$ cat src/tfp_pkg.sv
// Shared package for the thermostat fan controller: event and register codes,
// fixed-point conversion constants, the pipeline payload types and lookup functions.
// No dependencies.
package tfp_pkg;

    localparam logic [1:0] REQ_TICK    = 2'd0;
    localparam logic [1:0] REQ_BUTTON  = 2'd1;
    localparam logic [1:0] REQ_DISPLAY = 2'd2;

    localparam logic [1:0] CFG_ID_LEFT    = 2'd0;
    localparam logic [1:0] CFG_ID_RIGHT   = 2'd1;
    localparam logic [1:0] CFG_HOLD_TICKS = 2'd2;

    localparam logic [1:0] DIG_NONE  = 2'd0;
    localparam logic [1:0] DIG_LEFT  = 2'd1;
    localparam logic [1:0] DIG_RIGHT = 2'd2;

    localparam logic [3:0] AVG_BATCH      = 4'd5;
    localparam logic [3:0] ID_LEFT_RST    = 4'd2;
    localparam logic [3:0] ID_RIGHT_RST   = 4'd3;
    localparam logic [3:0] HOLD_TICKS_RST = 4'd10;

    // Exact reciprocal multipliers: floor(x/5) and floor(x/102300).
    localparam logic [15:0] DIV5_RECIP  = 16'd52429;
    localparam logic [16:0] TEMP_GAIN   = 17'd65880;
    localparam logic signed [29:0] TEMP_OFFSET = 30'sd7296036;
    localparam logic [28:0] TEMP_RECIP  = 29'd343933257;
    localparam logic [7:0]  DIV10_RECIP = 8'd205;

    localparam logic signed [12:0] DUTY_LOW_F  = 13'sd76;
    localparam logic signed [12:0] DUTY_HIGH_F = 13'sd86;
    localparam logic [11:0] DUTY_MAX = 12'd3890;

    typedef struct packed {
        logic       update;
        logic [1:0] enable;
        logic       use_id;
        logic [7:0] id_segs;
        logic       hold;
    } ctl_t;

    typedef struct packed {
        ctl_t              ctl;
        logic signed [12:0] temp;
    } conv_t;

    function automatic logic [7:0] seg_lut(input logic [3:0] digit);
        logic [7:0] segs;
        begin
            case (digit)
                4'd0:    segs = 8'h3F;
                4'd1:    segs = 8'h06;
                4'd2:    segs = 8'h5B;
                4'd3:    segs = 8'h4F;
                4'd4:    segs = 8'h66;
                4'd5:    segs = 8'h6D;
                4'd6:    segs = 8'h7D;
                4'd7:    segs = 8'h07;
                4'd8:    segs = 8'h7F;
                4'd9:    segs = 8'h67;
                4'd10:   segs = 8'h01;
                4'd11:   segs = 8'h02;
                4'd12:   segs = 8'h04;
                4'd13:   segs = 8'h08;
                4'd14:   segs = 8'h10;
                default: segs = 8'h20;
            endcase
            return segs;
        end
    endfunction

    function automatic logic [11:0] duty_lut(input logic signed [12:0] temp);
        logic signed [12:0] offs;
        logic [11:0]        duty;
        begin
            offs = temp - DUTY_LOW_F;
            if (temp < DUTY_LOW_F)
            begin
                duty = 12'd0;
            end
            else if (temp > DUTY_HIGH_F)
            begin
                duty = DUTY_MAX;
            end
            else
            begin
                case (offs[3:0])
                    4'd0:    duty = 12'd409;
                    4'd1:    duty = 12'd1023;
                    4'd2:    duty = 12'd819;
                    4'd3:    duty = 12'd1228;
                    4'd4:    duty = 12'd1638;
                    4'd5:    duty = 12'd2047;
                    4'd6:    duty = 12'd2457;
                    4'd7:    duty = 12'd2866;
                    4'd8:    duty = 12'd3276;
                    4'd9:    duty = 12'd3685;
                    default: duty = DUTY_MAX;
                endcase
            end
            return duty;
        end
    endfunction

endpackage

$ cat src/tfp_ctrl.sv
// Event control stage: configuration registers, tick counting, hold mode,
// sample accumulation and display alternation. Depends on tfp_pkg.
module tfp_ctrl (
    input  logic                clk,
    input  logic                rst_n,
    input  logic                cfg_we,
    input  logic [1:0]          cfg_addr,
    input  logic [3:0]          cfg_wdata,
    input  logic                in_valid,
    output logic                in_ready,
    input  logic [1:0]          req_type,
    input  logic [9:0]          adc_sample,
    output logic                out_valid,
    input  logic                out_ready,
    output tfp_pkg::ctl_t       out_ctl,
    output logic [13:0]         out_sum
);

    logic [3:0]    id_left_reg;
    logic [3:0]    id_right_reg;
    logic [3:0]    hold_ticks_reg;
    logic [3:0]    tick_reg;
    logic [3:0]    tick_next;
    logic [13:0]   sum_reg;
    logic [13:0]   sum_next;
    logic          hold_reg;
    logic          hold_next;
    logic          have_reg;
    logic          have_next;
    logic          show_right_reg;
    logic          show_right_next;
    logic          valid_reg;
    tfp_pkg::ctl_t ctl_reg;
    tfp_pkg::ctl_t ctl_next;
    logic [13:0]   snap_reg;
    logic [13:0]   snap_next;
    logic [3:0]    tick_inc;
    logic [13:0]   sum_add;
    logic [3:0]    id_digit;
    logic          accept;

    assign in_ready  = !valid_reg || out_ready;
    assign accept    = in_valid && in_ready;
    assign out_valid = valid_reg;
    assign out_ctl   = ctl_reg;
    assign out_sum   = snap_reg;
    assign tick_inc  = tick_reg + 4'd1;
    assign sum_add   = sum_reg + {4'd0, adc_sample};

    always_comb
    begin
        tick_next       = tick_reg;
        sum_next        = sum_reg;
        hold_next       = hold_reg;
        have_next       = have_reg;
        show_right_next = show_right_reg;
        snap_next       = sum_add;
        id_digit        = id_left_reg;
        ctl_next        = '0;
        case (req_type)
            tfp_pkg::REQ_TICK:
            begin
                if (hold_reg)
                begin
                    if (tick_inc == hold_ticks_reg)
                    begin
                        hold_next = 1'b0;
                        tick_next = 4'd0;
                    end
                    else
                    begin
                        tick_next = tick_inc;
                    end
                end
                else if (tick_inc == tfp_pkg::AVG_BATCH)
                begin
                    ctl_next.update = 1'b1;
                    sum_next        = 14'd0;
                    tick_next       = 4'd0;
                    have_next       = 1'b1;
                end
                else
                begin
                    sum_next  = sum_add;
                    tick_next = tick_inc;
                end
            end
            tfp_pkg::REQ_BUTTON:
            begin
                hold_next = 1'b1;
            end
            tfp_pkg::REQ_DISPLAY:
            begin
                if (hold_reg || have_reg)
                begin
                    ctl_next.enable = show_right_reg ? tfp_pkg::DIG_RIGHT : tfp_pkg::DIG_LEFT;
                    ctl_next.use_id = hold_reg;
                    id_digit        = show_right_reg ? id_right_reg : id_left_reg;
                    show_right_next = !show_right_reg;
                end
            end
            default:
            begin
            end
        endcase
        ctl_next.id_segs = tfp_pkg::seg_lut(id_digit);
        ctl_next.hold    = hold_next;
    end

    always_ff @(posedge clk or negedge rst_n)
    begin
        if (!rst_n)
        begin
            id_left_reg    <= tfp_pkg::ID_LEFT_RST;
            id_right_reg   <= tfp_pkg::ID_RIGHT_RST;
            hold_ticks_reg <= tfp_pkg::HOLD_TICKS_RST;
            tick_reg       <= 4'd0;
            sum_reg        <= 14'd0;
            hold_reg       <= 1'b0;
            have_reg       <= 1'b0;
            show_right_reg <= 1'b0;
            valid_reg      <= 1'b0;
        end
        else
        begin
            if (cfg_we)
            begin
                unique case (cfg_addr)
                    tfp_pkg::CFG_ID_LEFT:    id_left_reg    <= cfg_wdata;
                    tfp_pkg::CFG_ID_RIGHT:   id_right_reg   <= cfg_wdata;
                    tfp_pkg::CFG_HOLD_TICKS: hold_ticks_reg <= cfg_wdata;
                    default:
                    begin
                    end
                endcase
            end
            if (accept)
            begin
                tick_reg       <= tick_next;
                sum_reg        <= sum_next;
                hold_reg       <= hold_next;
                have_reg       <= have_next;
                show_right_reg <= show_right_next;
            end
            if (in_ready)
            begin
                valid_reg <= in_valid;
            end
        end
    end

    always_ff @(posedge clk)
    begin
        if (accept)
        begin
            ctl_reg  <= ctl_next;
            snap_reg <= snap_next;
        end
    end

endmodule

$ cat src/tfp_conv.sv
// Four-stage conversion pipeline from a five-sample sum to whole degrees
// Fahrenheit, carrying each item's control fields alongside. Depends on tfp_pkg.
module tfp_conv (
    input  logic           clk,
    input  logic           rst_n,
    input  logic           in_valid,
    output logic           in_ready,
    input  tfp_pkg::ctl_t  in_ctl,
    input  logic [13:0]    in_sum,
    output logic           out_valid,
    input  logic           out_ready,
    output tfp_pkg::conv_t out_data
);

    localparam int STAGES = 4;

    logic [STAGES-1:0]  valid_reg;
    logic [STAGES-1:0]  stage_rdy;
    tfp_pkg::ctl_t      ctl_reg [STAGES];
    logic [11:0]        avg_reg;
    logic signed [29:0] num_reg;
    logic [56:0]        prod_reg;
    logic               neg_reg;
    logic signed [12:0] temp_reg;
    logic [29:0]        avg_prod;
    logic [28:0]        gain_prod;
    logic [27:0]        num_mag;
    logic [11:0]        quot;

    always_comb
    begin
        stage_rdy[STAGES-1] = !valid_reg[STAGES-1] || out_ready;
        for (int i = STAGES - 2; i >= 0; i--)
        begin
            stage_rdy[i] = !valid_reg[i] || stage_rdy[i+1];
        end
    end

    assign in_ready  = stage_rdy[0];
    assign out_valid = valid_reg[STAGES-1];
    assign out_data  = '{ctl: ctl_reg[STAGES-1], temp: temp_reg};

    assign avg_prod  = in_sum * tfp_pkg::DIV5_RECIP;
    assign gain_prod = avg_reg * tfp_pkg::TEMP_GAIN;
    assign num_mag   = num_reg[29] ? 28'(-num_reg) : num_reg[27:0];
    assign quot      = prod_reg[56:45];

    always_ff @(posedge clk or negedge rst_n)
    begin
        if (!rst_n)
        begin
            valid_reg <= '0;
        end
        else
        begin
            if (stage_rdy[0])
            begin
                valid_reg[0] <= in_valid;
            end
            for (int i = 1; i < STAGES; i++)
            begin
                if (stage_rdy[i])
                begin
                    valid_reg[i] <= valid_reg[i-1];
                end
            end
        end
    end

    always_ff @(posedge clk)
    begin
        if (stage_rdy[0])
        begin
            ctl_reg[0] <= in_ctl;
            avg_reg    <= avg_prod[29:18];
        end
        if (stage_rdy[1])
        begin
            ctl_reg[1] <= ctl_reg[0];
            num_reg    <= $signed({1'b0, gain_prod}) - tfp_pkg::TEMP_OFFSET;
        end
        if (stage_rdy[2])
        begin
            ctl_reg[2] <= ctl_reg[1];
            prod_reg   <= num_mag * tfp_pkg::TEMP_RECIP;
            neg_reg    <= num_reg[29];
        end
        if (stage_rdy[3])
        begin
            ctl_reg[3] <= ctl_reg[2];
            temp_reg   <= neg_reg ? -$signed({1'b0, quot}) : $signed({1'b0, quot});
        end
    end

endmodule

$ cat src/tfp_disp.sv
// Result stage: holds the stored reading, PWM compare and display digits,
// and forms the result register. Depends on tfp_pkg.
module tfp_disp (
    input  logic           clk,
    input  logic           rst_n,
    input  logic           in_valid,
    output logic           in_ready,
    input  tfp_pkg::conv_t in_data,
    output logic           out_valid,
    input  logic           out_ready,
    output logic [39:0]    out_data
);

    logic [11:0] duty_reg;
    logic [11:0] temp_reg;
    logic [3:0]  tens_reg;
    logic [3:0]  ones_reg;
    logic        valid_reg;
    logic [39:0] data_reg;
    logic [6:0]  sat_temp;
    logic [14:0] tens_prod;
    logic [3:0]  tens_new;
    logic [6:0]  ones_full;
    logic [11:0] duty_cur;
    logic [11:0] temp_cur;
    logic [7:0]  segs;
    logic        load;

    assign in_ready  = !valid_reg || out_ready;
    assign load      = in_valid && in_ready;
    assign out_valid = valid_reg;
    assign out_data  = data_reg;

    always_comb
    begin
        if (in_data.temp < 13'sd0)
        begin
            sat_temp = 7'd0;
        end
        else if (in_data.temp > 13'sd99)
        begin
            sat_temp = 7'd99;
        end
        else
        begin
            sat_temp = in_data.temp[6:0];
        end
        tens_prod = sat_temp * tfp_pkg::DIV10_RECIP;
        tens_new  = tens_prod[14:11];
        ones_full = sat_temp - ({3'd0, tens_new} * 7'd10);
        duty_cur  = in_data.ctl.update ? tfp_pkg::duty_lut(in_data.temp) : duty_reg;
        temp_cur  = in_data.ctl.update ? in_data.temp[11:0] : temp_reg;
        if (in_data.ctl.enable == tfp_pkg::DIG_NONE)
        begin
            segs = 8'd0;
        end
        else if (in_data.ctl.use_id)
        begin
            segs = in_data.ctl.id_segs;
        end
        else
        begin
            segs = tfp_pkg::seg_lut((in_data.ctl.enable == tfp_pkg::DIG_LEFT) ?
                                    tens_reg : ones_reg);
        end
    end

    always_ff @(posedge clk or negedge rst_n)
    begin
        if (!rst_n)
        begin
            duty_reg  <= 12'd0;
            temp_reg  <= 12'd0;
            tens_reg  <= 4'd0;
            ones_reg  <= 4'd0;
            valid_reg <= 1'b0;
        end
        else
        begin
            if (load && in_data.ctl.update)
            begin
                duty_reg <= duty_cur;
                temp_reg <= temp_cur;
                tens_reg <= tens_new;
                ones_reg <= ones_full[3:0];
            end
            if (in_ready)
            begin
                valid_reg <= in_valid;
            end
        end
    end

    always_ff @(posedge clk)
    begin
        if (load)
        begin
            data_reg <= {4'd0, in_data.ctl.hold, segs, in_data.ctl.enable,
                         temp_cur, duty_cur, in_data.ctl.update};
        end
    end

endmodule

$ cat src/thermostat_fan_pwm_with_display.sv
// Top level of the thermostat fan controller with two-digit display.
// Depends on tfp_pkg, tfp_ctrl, tfp_conv and tfp_disp.
//
// Each input item is an event: s_tuser gives its kind (second tick with a
// sample in s_tdata, button press or display tick). Every input item gives
// exactly one result item on the master side, in order, carrying the PWM
// compare, the last Fahrenheit reading, the display strobe and segments and
// the hold flag. The three configuration registers (left ID digit, right ID
// digit, hold length in ticks) are written through cfg_we, cfg_addr and
// cfg_wdata; the user must write them only while no item is in flight, as
// the block does not enforce this. An item enters the control stage when
// accepted, passes four conversion stages and is shown in the result
// register. One item is accepted every cycle unless m_tready stalls a full
// pipeline; each stage has its own valid bit, so the input keeps being
// accepted while a result waits, until the pipeline is full. When m_tready is
// low the results are held unchanged; s_tready falls once all stages are full.
// Reset clears all counters, the sum, the stored reading and the pipeline,
// and loads the registers with ID digits 2 and 3 and a hold of 10 ticks.
module thermostat_fan_pwm_with_display (
    input  logic        clk,
    input  logic        rst_n,
    input  logic        cfg_we,
    input  logic [1:0]  cfg_addr,
    input  logic [3:0]  cfg_wdata,
    input  logic        s_tvalid,
    output logic        s_tready,
    input  logic [15:0] s_tdata,   // adc_sample[9:0], zero padding
    input  logic [1:0]  s_tuser,   // req_type[1:0]
    output logic        m_tvalid,
    input  logic        m_tready,
    output logic [39:0] m_tdata    // duty_update, duty_compare[11:0], temp_f[11:0],
                                   // digit_enable[1:0], segments[7:0], hold_active,
                                   // zero padding
);

    logic           ctrl_valid;
    logic           ctrl_ready;
    tfp_pkg::ctl_t  ctrl_ctl;
    logic [13:0]    ctrl_sum;
    logic           conv_valid;
    logic           conv_ready;
    tfp_pkg::conv_t conv_data;

    tfp_ctrl u_ctrl (
        .clk        (clk),
        .rst_n      (rst_n),
        .cfg_we     (cfg_we),
        .cfg_addr   (cfg_addr),
        .cfg_wdata  (cfg_wdata),
        .in_valid   (s_tvalid),
        .in_ready   (s_tready),
        .req_type   (s_tuser),
        .adc_sample (s_tdata[9:0]),
        .out_valid  (ctrl_valid),
        .out_ready  (ctrl_ready),
        .out_ctl    (ctrl_ctl),
        .out_sum    (ctrl_sum)
    );

    tfp_conv u_conv (
        .clk       (clk),
        .rst_n     (rst_n),
        .in_valid  (ctrl_valid),
        .in_ready  (ctrl_ready),
        .in_ctl    (ctrl_ctl),
        .in_sum    (ctrl_sum),
        .out_valid (conv_valid),
        .out_ready (conv_ready),
        .out_data  (conv_data)
    );

    tfp_disp u_disp (
        .clk       (clk),
        .rst_n     (rst_n),
        .in_valid  (conv_valid),
        .in_ready  (conv_ready),
        .in_data   (conv_data),
        .out_valid (m_tvalid),
        .out_ready (m_tready),
        .out_data  (m_tdata)
    );

endmodule

$ cat config.mk
export PLATFORM = sky130hd
export DESIGN_NAME = thermostat_fan_pwm_with_display
export DESIGN_NICKNAME = d
export VERILOG_FILES = /design/src/tfp_pkg.sv /design/src/tfp_ctrl.sv /design/src/tfp_conv.sv /design/src/tfp_disp.sv /design/src/thermostat_fan_pwm_with_display.sv
export SDC_FILE = /design/constraint.sdc
export NUM_CORES = 1
export LEC_CHECK = 0
export ABC_AREA = 0
export BUFFER_PORTS_ARGS = -buffer_cell sky130_fd_sc_hd__buf_2
export CAP_MARGIN = 20
export CORE_MARGIN = 4
export CORE_UTILIZATION = 50
export DETAILED_ROUTE_END_ITERATION = 10
export PLACE_DENSITY_LB_ADDON = 0.1
export SETUP_SLACK_MARGIN = 0.3
export SLEW_MARGIN = 20
export SYNTH_ARGS = -nofsm -noshare
export SYNTH_HDL_FRONTEND = slang
export SYNTH_SLANG_ARGS = --single-unit
$ cat constraint.sdc
create_clock -name clk -period 19.4 [get_ports clk]
set_input_delay 0.97 -clock clk [delete_from_list [all_inputs] [get_ports clk]]
set_output_delay 0.97 -clock clk [all_outputs]
set_load 0.02 [all_outputs]
# ---- Yosys cells after proc, flatten, opt, wreduce, memory -nomap -nowiden
# Memories as Yosys holds them, arrays and structs flattened. A register that Yosys moved wholly into a read port is not among the register bits.
# Cells that the tools add are included.
dict set report totals {
  ff_bits 247
  romBits 416
  mem_count 4
  ramBits 52
  input_bits 29
  wordCells 120
}
# memory depth width rd rd_ports_with_merged_regs wr line
set memory_table {}
lappend memory_table {{(no name shown)} 16 12 1 0 0 tfp_pkg.sv:87} ;# case (offs[3:0])
lappend memory_table {{(no name shown)} 16 7 1 1 0 tfp_pkg.sv:50} ;# case (digit)
lappend memory_table {{(no name shown)} 16 7 1 0 0 tfp_pkg.sv:50}
lappend memory_table {u_conv.ctl_reg 4 13 4 0 4 tfp_conv.sv:19} ;# tfp_pkg::ctl_t ctl_reg [STAGES];
dict set report op_classes {
  n_bitwise 2
  n_mul 5
  n_eq_ne 7
  n_addsub 7
  muxes 30
  n_lt_le_gt_ge 4
  reduce_logical 29
}
# operator count
set op_table {}
lappend op_table {{$mux W12} 5}
lappend op_table {{$mul A28 B29 Y57 const B} 1}
lappend op_table {{$mul A14 B16 Y30 const B} 1}
lappend op_table {{$sub A29 B23 Y30 const B} 1}
lappend op_table {{$mux W28} 1}
lappend op_table {{$mux W4} 7}
lappend op_table {{$neg A28 Y28} 1}
lappend op_table {{$gt A13 B8 Y1 const B} 2}
lappend op_table {{$mul A12 B14 Y26 const B} 1}
lappend op_table {{$mul A7 B8 Y15 const B} 1}
lappend op_table {{$add A14 B10 Y14} 1}
lappend op_table {{$mux W14} 1}
lappend op_table {{$mux W7} 2}
lappend op_table {{$lt A13 B1 Y1 const B} 1}
lappend op_table {{$lt A13 B8 Y1 const B} 1}
lappend op_table {{$neg A12 Y13} 1}
lappend op_table {{$mux W1} 11}
lappend op_table {{$reduce_and A2 Y1} 5}
lappend op_table {{$mux W8} 1}
lappend op_table {{$logic_not A1 Y1} 7}
lappend op_table {{$logic_or A1 B1 Y1} 7}
lappend op_table {{$eq A2 B1 Y1 const B} 3}
lappend op_table {{$logic_not A2 Y1} 3}
lappend op_table {{$reduce_and A3 Y1} 2}
lappend op_table {{other kinds (13)} 17}

# ---- Depth between registers and ports, before layout
# Gate-level depths: netlist of the first run.
dict set report logic_depth {
  depth_word 9
  mapped_depth 28
  mapped_depth_nobuf 28
}

# ---- Modules after synthesis
# Synthesis of the first run repeated with hierarchy kept, for this count alone.
dict set report hier_totals {
  cells_unflattened 2220
  area_unflattened_um2 23945.5
}
# module instances area_per_inst_um2 cells_each
set by_module_without_submodules {}
lappend by_module_without_submodules {tfp_conv 1 16191.8 1536}
lappend by_module_without_submodules {tfp_disp 1 4400.5 397}
lappend by_module_without_submodules {tfp_ctrl 1 3353.2 287}

# ---- Worst setup path before layout of the first run
# No wires, ideal clock.
dict set report synth_path {
  path_kind {register to register}
  from {register u_conv.num_reg[29]}
  to {register u_conv.prod_reg[56], data pin}
  setup_slack_ps 12729
  setup_ps 268
  stages_incl_launch_ff 23
  period_less_slack_ps 6671
  arrival_time_ps 6403
  required_time_ps 19132
  path_buffers 3
  path_cell_list {edfxtp_1 clkbuf_1 clkbuf_1 buf_1 xor2_1 ha_1 ha_1 ha_1 inv_1 fa_1 fa_1 inv_1 ha_1 ha_1 and4_1 nor2b_1 o311a_1 a2111oi_1 a22oi_1 a31oi_2 o21ai_1 o41ai_1 xnor2_1}
}
dict set report synth_between {
  elab_chain_len 2
}
# element line
set synth_rtl {}
lappend synth_rtl {{from (decl)} tfp_conv.sv:21} ;# logic signed [29:0] num_reg;
lappend synth_rtl {{from (signal assigned)} tfp_conv.sv:80} ;# num_reg <= $signed({1'b0, gain_prod}) - tfp_pkg::TEMP_OFFSET;
lappend synth_rtl {{$mux W28} tfp_conv.sv:45} ;# assign num_mag = num_reg[29] ? 28'(-num_reg) : num_reg[27:0];
lappend synth_rtl {{$mul A28 B29 Y57} tfp_conv.sv:85} ;# prod_reg <= num_mag * tfp_pkg::TEMP_RECIP;
lappend synth_rtl {{to (signal assigned)} tfp_conv.sv:85}
lappend synth_rtl {{to (decl)} tfp_conv.sv:22} ;# logic [56:0] prod_reg;
# No other way between the ends.
# A chain may end at the register's enable or synchronous reset.

# ---- Final worst setup path of the first run
# Same ends and word-level chain as after synthesis.

==> results of run 1 <==
==> placed cells by master, fill, tap and decap left out, types with 12 or more instances in the layout <==
cell type and instances:
xor2_1 77, mux2_2 39, nand3_1 21, edfxtp_1 173, ha_1 458, inv_1 386
a21oi_1 70, xnor2_1 60, buf_2 58, nor3_1 15, nor2b_1 12, a21o_1 36
nand2b_1 23, nor2_1 80, nand2_1 104, o21ai_0 81, fa_1 158, dfrtp_1 66
clkbuf_16 29
==> metrics by stage <==
stage | instance area, µm² | util (%) | hold slack, ns
global placement | 24000 | 52.8 | 0.401
detailed placement | 24000 | 52.8 | 0.405
finish | 24900 | 54.8 | 0.412
global route | 24900 | 54.8 | 0.416
CTS | 24900 | 54.8 | 0.415
floorplan | 23100 | - | 0.400
==> worst reg2reg max path, delay by kind of cell, from the launching register on <==
kind | cells | cell delay [ns]
xor gates and xnor gates | 2 | 0.59
and+or+nand+nor | 3 | 0.71
buffers and inverters | 3 | 0.51
DFF | 1 | 0.32
AOI/OAI and AO/OA | 5 | 1.60
adders and majority gates | 7 | 2.61
==> layout make-up <==
class	instances	share of cell area [%]
inverter	386	5.81
multi-input combinational	1463	58.1
sequential	244	28.0
timing repair buffer	68	1.47
clock inverter	15	0.562
clock buffer	37	3.07
tap	600	3.01
==> worst max path at each step <==
stage / endpoint / slack (ns) / cells after the start
2_1_floorplan: u_conv.prod_reg[56]$_DFFE_PP_ / 12.73 / 22
3_3_place_gp: u_conv.prod_reg[56]$_DFFE_PP_ / 12.74 / 20
3_5_place_dp: u_conv.prod_reg[56]$_DFFE_PP_ / 12.77 / 20
4_1_cts: u_conv.prod_reg[56]$_DFFE_PP_ / 12.70 / 20
5_1_grt: u_conv.prod_reg[56]$_DFFE_PP_ / 12.36 / 20
6_report: u_conv.prod_reg[56]$_DFFE_PP_ / 12.81 / 20
==> logic make-up after synthesis <==
family	Yosys count	synth area share (%)
multiplexers	53	2.63
AND/OR/NAND/NOR	334	7.15
AO/OA/AOI/OAI	318	9.17
flip-flops	244	30.3
XOR/XNOR	137	5.21
adder cells (fa/ha/maj)	616	38.6
other	1	0.0163
buffers and inverters	420	6.93
==> metal layers <==
metal / vias up / share of wire [%] / global-route usage (%)
met4: 0 / 2.2 / 3.80
met3: 60 / 2.1 / 1.76
met2: 117 / 49 / 30.6
met1: 7007 / 47 / 23.4
met5: - / 0 / 0
li1: 7405 / - / -
==> flow_summary.json, run 1 <==
{
  "grt_pass1_wl_um": 72700,
  "hold_class": "flop to flop",
  "yosys-top-cells-count": "ha_1, inv_1, edfxtp_1",
  "cts_tree": "done",
  "crit_top_cell": "ha_1",
  "clk_latency_ns": 0.54,
  "syn_area_mm2": 0.0230,
  "vias_per_cell": 5.19,
  "min_period_over_period_pct": 34.0,
  "num_rows": 78,
  "grt_max_degree": 72,
  "slowest_delay_ns": 0.62,
  "synth_flop_cell": "edfxtp_1",
  "cts_hold_buf": 0,
  "rr_startpoint": "u_conv.num_reg[29]$_DFFE_PP_",
  "period_needed_ns": 6.59,
  "multi_input_area_mm2": 0.0145,
  "synth.most_common_cell": "ha_1",
  "io_buffers": 59,
  "path_cells": "buf_4 -> xor2_1 -> ha_1 -> ha_1 -> ha_1 -> inv_1 -> fa_1 -> fa_1 -> inv_1 -> ha_1 -> ha_1 -> and4_1 -> and4_1 -> and3_1 -> a2111oi_1 -> a22oi_1 -> a31oi_2 -> o21ai_1 -> o41ai_1 -> xnor2_1",
  "startpoint": "u_conv.num_reg[29]$_DFFE_PP_",
  "r2r-end": "u_conv.prod_reg[56]$_DFFE_PP_",
  "cts_root_buf": "clkbuf_16",
  "setup_ws_ns": 12.81,
  "drcViolationCount": 0,
  "worstSetupEndpointType": "flop",
  "gp_congestion": 0.846,
  "fmax_ghz": 0.152,
  "grt_pass1_vias": 15122,
  "cts_made_buffers": 28,
  "setup_viol": 0,
  "arrival_ns": 6.86,
  "clk_path_buf_depth": 3,
  "place_inst": 2761,
  "final-max-slew-violation-count": 0,
  "crit_fanout": 30,
  "syn_inst": 2123,
  "cts_htree_levels": 1,
  "final_cells": 2813,
  "antenna_found_initial": 0,
  "grtUsageTotal_pct": 17.4,
  "cts.clk_slew.worst_paths_ns": 0.06,
  "syn_area_per_cell_um2": 10.9,
  "die_area_mm2": 0.0496,
  "whs_endpoint": "u_conv.ctl_reg[0][2]$_DFFE_PP_",
  "max-slew-margin-rel_pct": 33.1,
  "ys_top_cells_by_area": "ha_1, edfxtp_1, fa_1",
  "num_vias": 14589,
  "nNetsFinal": 2836,
  "start_kind": "flop",
  "pre_cts_slack_ns": 12.77,
  "min_from": "u_ctrl.out_ctl[2]$_DFFE_PP_",
  "drive_gt1_share_pct": 8.27,
  "rr_worst_depth": 20,
  "ys_seq_area_share_pct": 30.3,
  "cp_slowest_cell": "a2111oi_1",
  "antennaDiodeCount": 0,
  "rsz0062_at_grt": "no",
  "critPathTopFamily": "adder cells",
  "die_y_um": 223,
  "tns_ns": 0,
  "fin_skew_ns": 0.0181,
  "routed_wl_um": 42500,
  "wl_per_cell_um": 15.1,
  "post_cts_buffers": 0,
  "pin_count": 71,
  "layout-area-overhead-vs-synth_pct": 8.22,
  "drt_iter0_drc": 520,
  "worstSetupPathType": "flop to flop",
  "synthArstFlopShare_pct": 29.1,
  "die_w_um": 223,
  "reg2reg_slack_ns": 12.81,
  "coreArea_mm2": 0.0455,
  "whs_path_depth": 0,
  "final-seq-area_mm2": 0.00698,
  "dr.pass1.iters": 4,
  "max_cap_viol_count": 0,
  "status": "complete, no violations",
  "critical_path_buf_inv_count": 3,
  "required_ns": 19.67,
  "synth_warnings": 0,
  "ctsResizeCount": 0,
  "yosys.area.top_type": "ha_1",
  "gr-total-overflow": 0,
  "dp_hpwl_um": 35300,
  "start_util_pct": 50.7,
  "synth.distinct_cells": 85,
  "synth-edff-count": 173,
  "worst_pin_slew_ns": 0.975,
  "largest_reg_flops": 48,
  "yosys.area.top_type_share_pct": 24.9,
  "fillers": 4045,
  "synth_seq_cells": 244,
  "hold_violations": 0,
  "cts_sinks": 244,
  "postRouteAntennaNets": 0
}
Power of run 1 is not shown: default switching activity piles up to over one toggle a cycle in this logic, so the estimate is an artifact.
==> run 2, diff against run 1 <==
- clock period: 19.4 -> 5.68 ns (I/O delays scaled with it)
==> run 2 against run 1 <==
The run now ends with setup timing left. Count of clock-buffer cells in the layout increased by 2. Sequential cell count unchanged. Routed wire length increased by 7.4%. Clock skew decreased by 0.0069 ns. Setup slack got worse by 13 ns. Sequential share of layout area decreased by 2.7 points. Worst hold slack got worse by 0.38 ns. Critical path depth increased by 5. Global-route usage increased by 1.1 points. Register-to-register slack got worse by 13 ns. Final cell count increased by 4.9%.
==> flow_summary.json, run 2 (synthesized netlist as in run 1, its figures left out) <==
{
  "pin_count": 71,
  "max_cap_viol_count": 0,
  "setup_viol": 1,
  "whs_endpoint": "u_ctrl.hold_ticks_reg[3]$_DFFE_PN1P_",
  "fin_hold_ws_ns": 0.0278,
  "crit_fanout": 7,
  "largest_reg_flops": 48,
  "fmax_ghz": 0.175,
  "slowest_delay_ns": 0.56,
  "min_from": "cfg_wdata[3]",
  "postRouteAntennaNets": 0,
  "nNetsFinal": 2974,
  "required_ns": 5.95,
  "routed.top_layer": "met4",
  "cts.clk_slew.worst_paths_ns": 0.06,
  "antenna_found_initial": 0,
  "clk_latency_ns": 0.53,
  "grt_pass1_vias": 16105,
  "wl_per_cell_um": 15.5,
  "cts_sinks": 244,
  "rr_startpoint": "u_conv.num_reg[29]$_DFFE_PP_",
  "period_needed_ns": 5.71,
  "status": "complete, but fails checks",
  "final_cells": 2950,
  "place_inst": 2856,
  "num_rows": 78,
  "dr.pass1.iters": 5,
  "fin_util_pct": 60.7,
  "cp_slowest_cell": "fa_1",
  "setup_ws_ns": -0.0294,
  "io_buffers": 59,
  "rr_worst_depth": 25,
  "drt_iter0_drc": 619,
  "min_period_over_period_pct": 101,
  "gr-total-overflow": 0,
  "hold_violations": 0,
  "clk_path_buf_depth": 3,
  "worst_pin_slew_ns": 1.06,
  "gp_congestion": 0.890,
  "worstSetupEndpointType": "flop",
  "r2r-end": "u_conv.prod_reg[56]$_DFFE_PP_",
  "crit_cells": 25,
  "routed_wl_um": 45600,
  "die_area_mm2": 0.0496,
  "arrival_ns": 5.98,
  "grtUsageTotal_pct": 18.4,
  "fin_skew_ns": 0.0112,
  "dp_hpwl_um": 37100,
  "post_dp_cell_area_mm2": 0.0252,
  "wl_met1_um": 20300,
  "coreArea_mm2": 0.0455,
  "hold_class": "input pin to flop",
  "drcViolationCount": 0,
  "critical_path_buf_inv_count": 7,
  "antennaDiodeCount": 0,
  "rsz0062_at_grt": "yes",
  "layout_common_cells": "ha_1, inv_1, edfxtp_1",
  "die_w_um": 223,
  "crit_top_cell": "ha_4",
  "wl_met3_um": 1090,
  "cts_made_buffers": 27,
  "violations": "setup timing",
  "start_util_pct": 50.7,
  "grt_pass1_wl_um": 77300,
  "cts_tree": "done",
  "num_vias": 15274,
  "drive_gt1_share_pct": 22.0,
  "reg2reg_slack_ns": -0.03,
  "final_area_mm2": 0.0276,
  "layout-area-overhead-vs-synth_pct": 19.9,
  "cts_root_buf": "clkbuf_16",
  "grt_max_degree": 72,
  "max-slew-margin-rel_pct": 29.0,
  "die_y_um": 223,
  "whs_path_depth": 2,
  "start_kind": "flop",
  "final-max-slew-violation-count": 0,
  "vias_per_cell": 5.18,
  "critPathTopFamily": "adder cells",
  "worstSetupPathType": "flop to flop",
  "routed-wl-met2_um": 23500,
  "mostFrequentLayoutCell": "ha_1",
  "cts_htree_levels": 1
}
-- run 2: routing by layer --
| metal | track usage, % | vias up |
|---|---|---|
| li1 | - | 7682 |
| met3 | 1.93 | 44 |
| met1 | 24.3 | 7393 |
| met5 | 0 | - |
| met2 | 33.5 | 155 |
| met4 | 3.06 | 0 |
-- run 2: worst max-delay path by stage --
stage | slack (ns) | from | to
floorplan | 0.13 | u_conv.num_reg[29]$_DFFE_PP_ | u_conv.prod_reg[56]$_DFFE_PP_
global placement | -0.03 | u_conv.num_reg[29]$_DFFE_PP_ | u_conv.prod_reg[45]$_DFFE_PP_
detailed placement | -0.05 | u_conv.num_reg[29]$_DFFE_PP_ | u_conv.prod_reg[45]$_DFFE_PP_
CTS | 0.08 | u_conv.num_reg[29]$_DFFE_PP_ | u_conv.prod_reg[56]$_DFFE_PP_
global route | -0.22 | u_conv.num_reg[29]$_DFFE_PP_ | u_conv.prod_reg[56]$_DFFE_PP_
finish | -0.03 | u_conv.num_reg[29]$_DFFE_PP_ | u_conv.prod_reg[56]$_DFFE_PP_
-- run 2: what timing repair did --
action,in CTS,in global routing
resized for setup,112,98
cloned,1,0
hold buffers,2,0
endpoints found under the hold margin,67,0
buffers inserted,23,18
pin swaps,80,88
endpoints found under the setup margin,20,27
-- run 2: final cells by class --
class | count | area, µm²
Fill cell | 3798 | 17900
Multi-Input combinational cell | 1463 | 16100
Sequential cell | 244 | 6980
Timing Repair Buffer | 207 | 1530
Inverter | 386 | 1450
Clock buffer | 39 | 751
Tap cell | 600 | 751
Clock inverter | 11 | 97.6
-- run 2: through the flow --
| step | setup TNS (ns) | setup WS (ns) |
|---|---|---|
| final | -0.0294 | -0.0294 |
| after CTS | 0 | 0.0754 |
| after detailed placement | -0.0875 | -0.0452 |
| after global placement | -0.0588 | -0.0255 |
| after floorplan | 0 | 0.127 |
| after global routing | -0.656 | -0.217 |
-- run 2: worst reg2reg max path: cells and delay by family (launching register included) --
kind	cells	cell delay, ns
xor gates and xnor gates	2	0.28
DFF	1	0.44
AOI/OAI and AO/OA	5	1.00
and+or+nand+nor	4	0.64
buffers and inverters	7	0.84
adders and majority gates	7	2.26
Power of run 2 is left out for the same reason.
==> run 3, diff against run 2 <==
- ABC_AREA: 0 -> default
- CELL_PAD_IN_SITES_DETAIL_PLACEMENT: default -> 0
- CELL_PAD_IN_SITES_GLOBAL_PLACEMENT: default -> 1
- clock period: 5.68 -> 6.4 ns (I/O delays scaled with it)
==> run 3 against run 2 <==
The run now ends clean. Clock skew grew 0.015 ns. Routed wire length shrank 3.5%. Die area is the same. Utilization shrank 4.2 points. Count of clock-buffer cells in the layout shrank 5. Via count shrank 4.2%. Fmax shrank 3.5%. Non-clock buffer count shrank 108. Cell area shrank 6.9%. Worst hold slack gained 0.028 ns. Critical path type unchanged.
==> flow_summary.json, run 3 (synthesized netlist as in run 1, its figures left out) <==
{
  "required_ns": 6.68,
  "post_dp_cell_area_mm2": 0.0241,
  "clk_path_buf_depth": 3,
  "num_vias": 14633,
  "cts_tree": "done",
  "hold_violations": 0,
  "grtUsageTotal_pct": 17.8,
  "io_buffers": 59,
  "clk_latency_ns": 0.55,
  "grt_max_degree": 58,
  "cts_made_buffers": 29,
  "max_cap_viol_count": 0,
  "crit_top_cell": "fa_1",
  "fin_hold_ws_ns": 0.0554,
  "grt_pass1_wl_um": 74000,
  "largest_reg_flops": 48,
  "postRouteAntennaNets": 0,
  "gr-total-overflow": 0,
  "layout_common_cells": "ha_1, inv_1, edfxtp_1",
  "die_area_mm2": 0.0496,
  "slowest_delay_ns": 0.53,
  "fmax_ghz": 0.169,
  "status": "complete, no violations",
  "routed_wl_um": 44000,
  "pin_count": 71,
  "wl_per_cell_um": 15.5,
  "worstSetupEndpointType": "flop",
  "drcViolationCount": 0,
  "gp_congestion": 0.852,
  "start_util_pct": 50.7,
  "critPathTopFamily": "adder cells",
  "drive_gt1_share_pct": 11.6,
  "tns_ns": 0,
  "drt_iter0_drc": 513,
  "min_period_over_period_pct": 92.4,
  "critical_path_buf_inv_count": 3,
  "crit_fanout": 8,
  "arrival_ns": 6.19,
  "nNetsFinal": 2868,
  "die_y_um": 223,
  "final_area_mm2": 0.0257,
  "vias_per_cell": 5.14,
  "fin_util_pct": 56.6,
  "cts_sinks": 244,
  "cp_slowest_cell": "fa_1",
  "rsz0062_at_grt": "yes",
  "antenna_found_initial": 0,
  "hold_class": "input pin to flop",
  "mostFrequentLayoutCell": "ha_1",
  "cts.clk_slew.worst_paths_ns": 0.06,
  "dr.pass1.iters": 4,
  "dp_hpwl_um": 36300,
  "period_needed_ns": 5.92,
  "cts_htree_levels": 1,
  "final-max-slew-violation-count": 0,
  "worstSetupPathType": "flop to flop",
  "num_rows": 78,
  "grt_pass1_vias": 15181,
  "cts_root_buf": "clkbuf_16",
  "layout-area-overhead-vs-synth_pct": 11.7,
  "path_cells": "buf_12 -> xor2_4 -> and2_4 -> ha_1 -> inv_1 -> fa_1 -> fa_1 -> fa_1 -> fa_1 -> inv_1 -> fa_1 -> ha_4 -> and3_4 -> a32oi_1 -> nand4_1 -> a31o_2 -> a31oi_4 -> o21ai_2 -> o41ai_2 -> xnor2_1",
  "coreArea_mm2": 0.0455,
  "fin_skew_ns": 0.0266,
  "setup_viol": 0,
  "worst_pin_slew_ns": 1.02,
  "antennaDiodeCount": 0,
  "start_kind": "flop",
  "die_w_um": 223,
  "max-slew-margin-rel_pct": 31.7
}
[run 3: cell count changes in the layout (fill, tap and decap cells not counted), moves of 10 or more]
| cell | change |
|---|---|
| a21oi_1 | +11 |
| buf_4 | -95 |
| buf_6 | -10 |
| fa_1 | +16 |
| fa_2 | -16 |
| ha_1 | +81 |
| ha_2 | -21 |
| ha_4 | -60 |
| inv_1 | +24 |
| inv_2 | -23 |
[run 3: routing by layer]
layer	global-route usage (%)	vias to the layer above	share of wire, %
li1	-	7482	-
met1	25.2	6985	49
met5	0	-	0
met4	2.68	0	1.5
met3	1.81	44	2.1
met2	30.4	122	48
[run 3: cell type report]
cell class,count,area (µm²)
Timing Repair Buffer,99,651
Inverter,386,1450
Fill cell,4052,19800
Clock buffer,34,754
Sequential cell,244,6980
Clock inverter,20,255
Tap cell,600,751
Multi-Input combinational cell,1463,14900
[run 3: stage by stage]
stage | cells | setup slack (ns)
after floorplan | 2127 | 0.301
after global placement | 2775 | 0.256
after detailed placement | 2775 | 0.174
after CTS | 2831 | 0.258
after global routing | 2846 | 0.257
final | 2846 | 0.485
[run 3: path summary, 6_finish.rpt]
check | startpoint | end | slack, ns | cells past startpoint
setup reg to reg | u_conv.num_reg[29]$_DFFE_PP_ | u_conv.prod_reg[56]$_DFFE_PP_ | 0.48 | 20
max in group asynchronous | rst_n | u_disp.tens_reg[3]$_DFFE_PN0P_ | 5.20 | 3
min in group asynchronous | rst_n | u_disp.duty_reg[8]$_DFFE_PN0P_ | 0.18 | 2
setup / recovery | u_conv.num_reg[29]$_DFFE_PP_ | u_conv.prod_reg[56]$_DFFE_PP_ | 0.48 | 20
hold / removal | cfg_wdata[3] | u_ctrl.id_left_reg[3]$_DFFE_PN0P_ | 0.06 | 2
hold reg to reg | u_conv.ctl_reg[1][5]$_DFFE_PP_ | u_conv.ctl_reg[2][5]$_DFFE_PP_ | 0.42 | 0
[run 3: timing repair]
| item | in CTS | in global routing |
|---|---|---|
| gates resized for setup | 5 | 53 |
| cloned | 0 | 2 |
| endpoints found under the hold margin | 15 | 0 |
| setup buffers | 0 | 13 |
| hold buffers | 2 | 0 |
| pin swaps | 0 | 19 |
| endpoints found under the setup margin | 6 | 11 |
Power of run 3 is left out for the same reason.
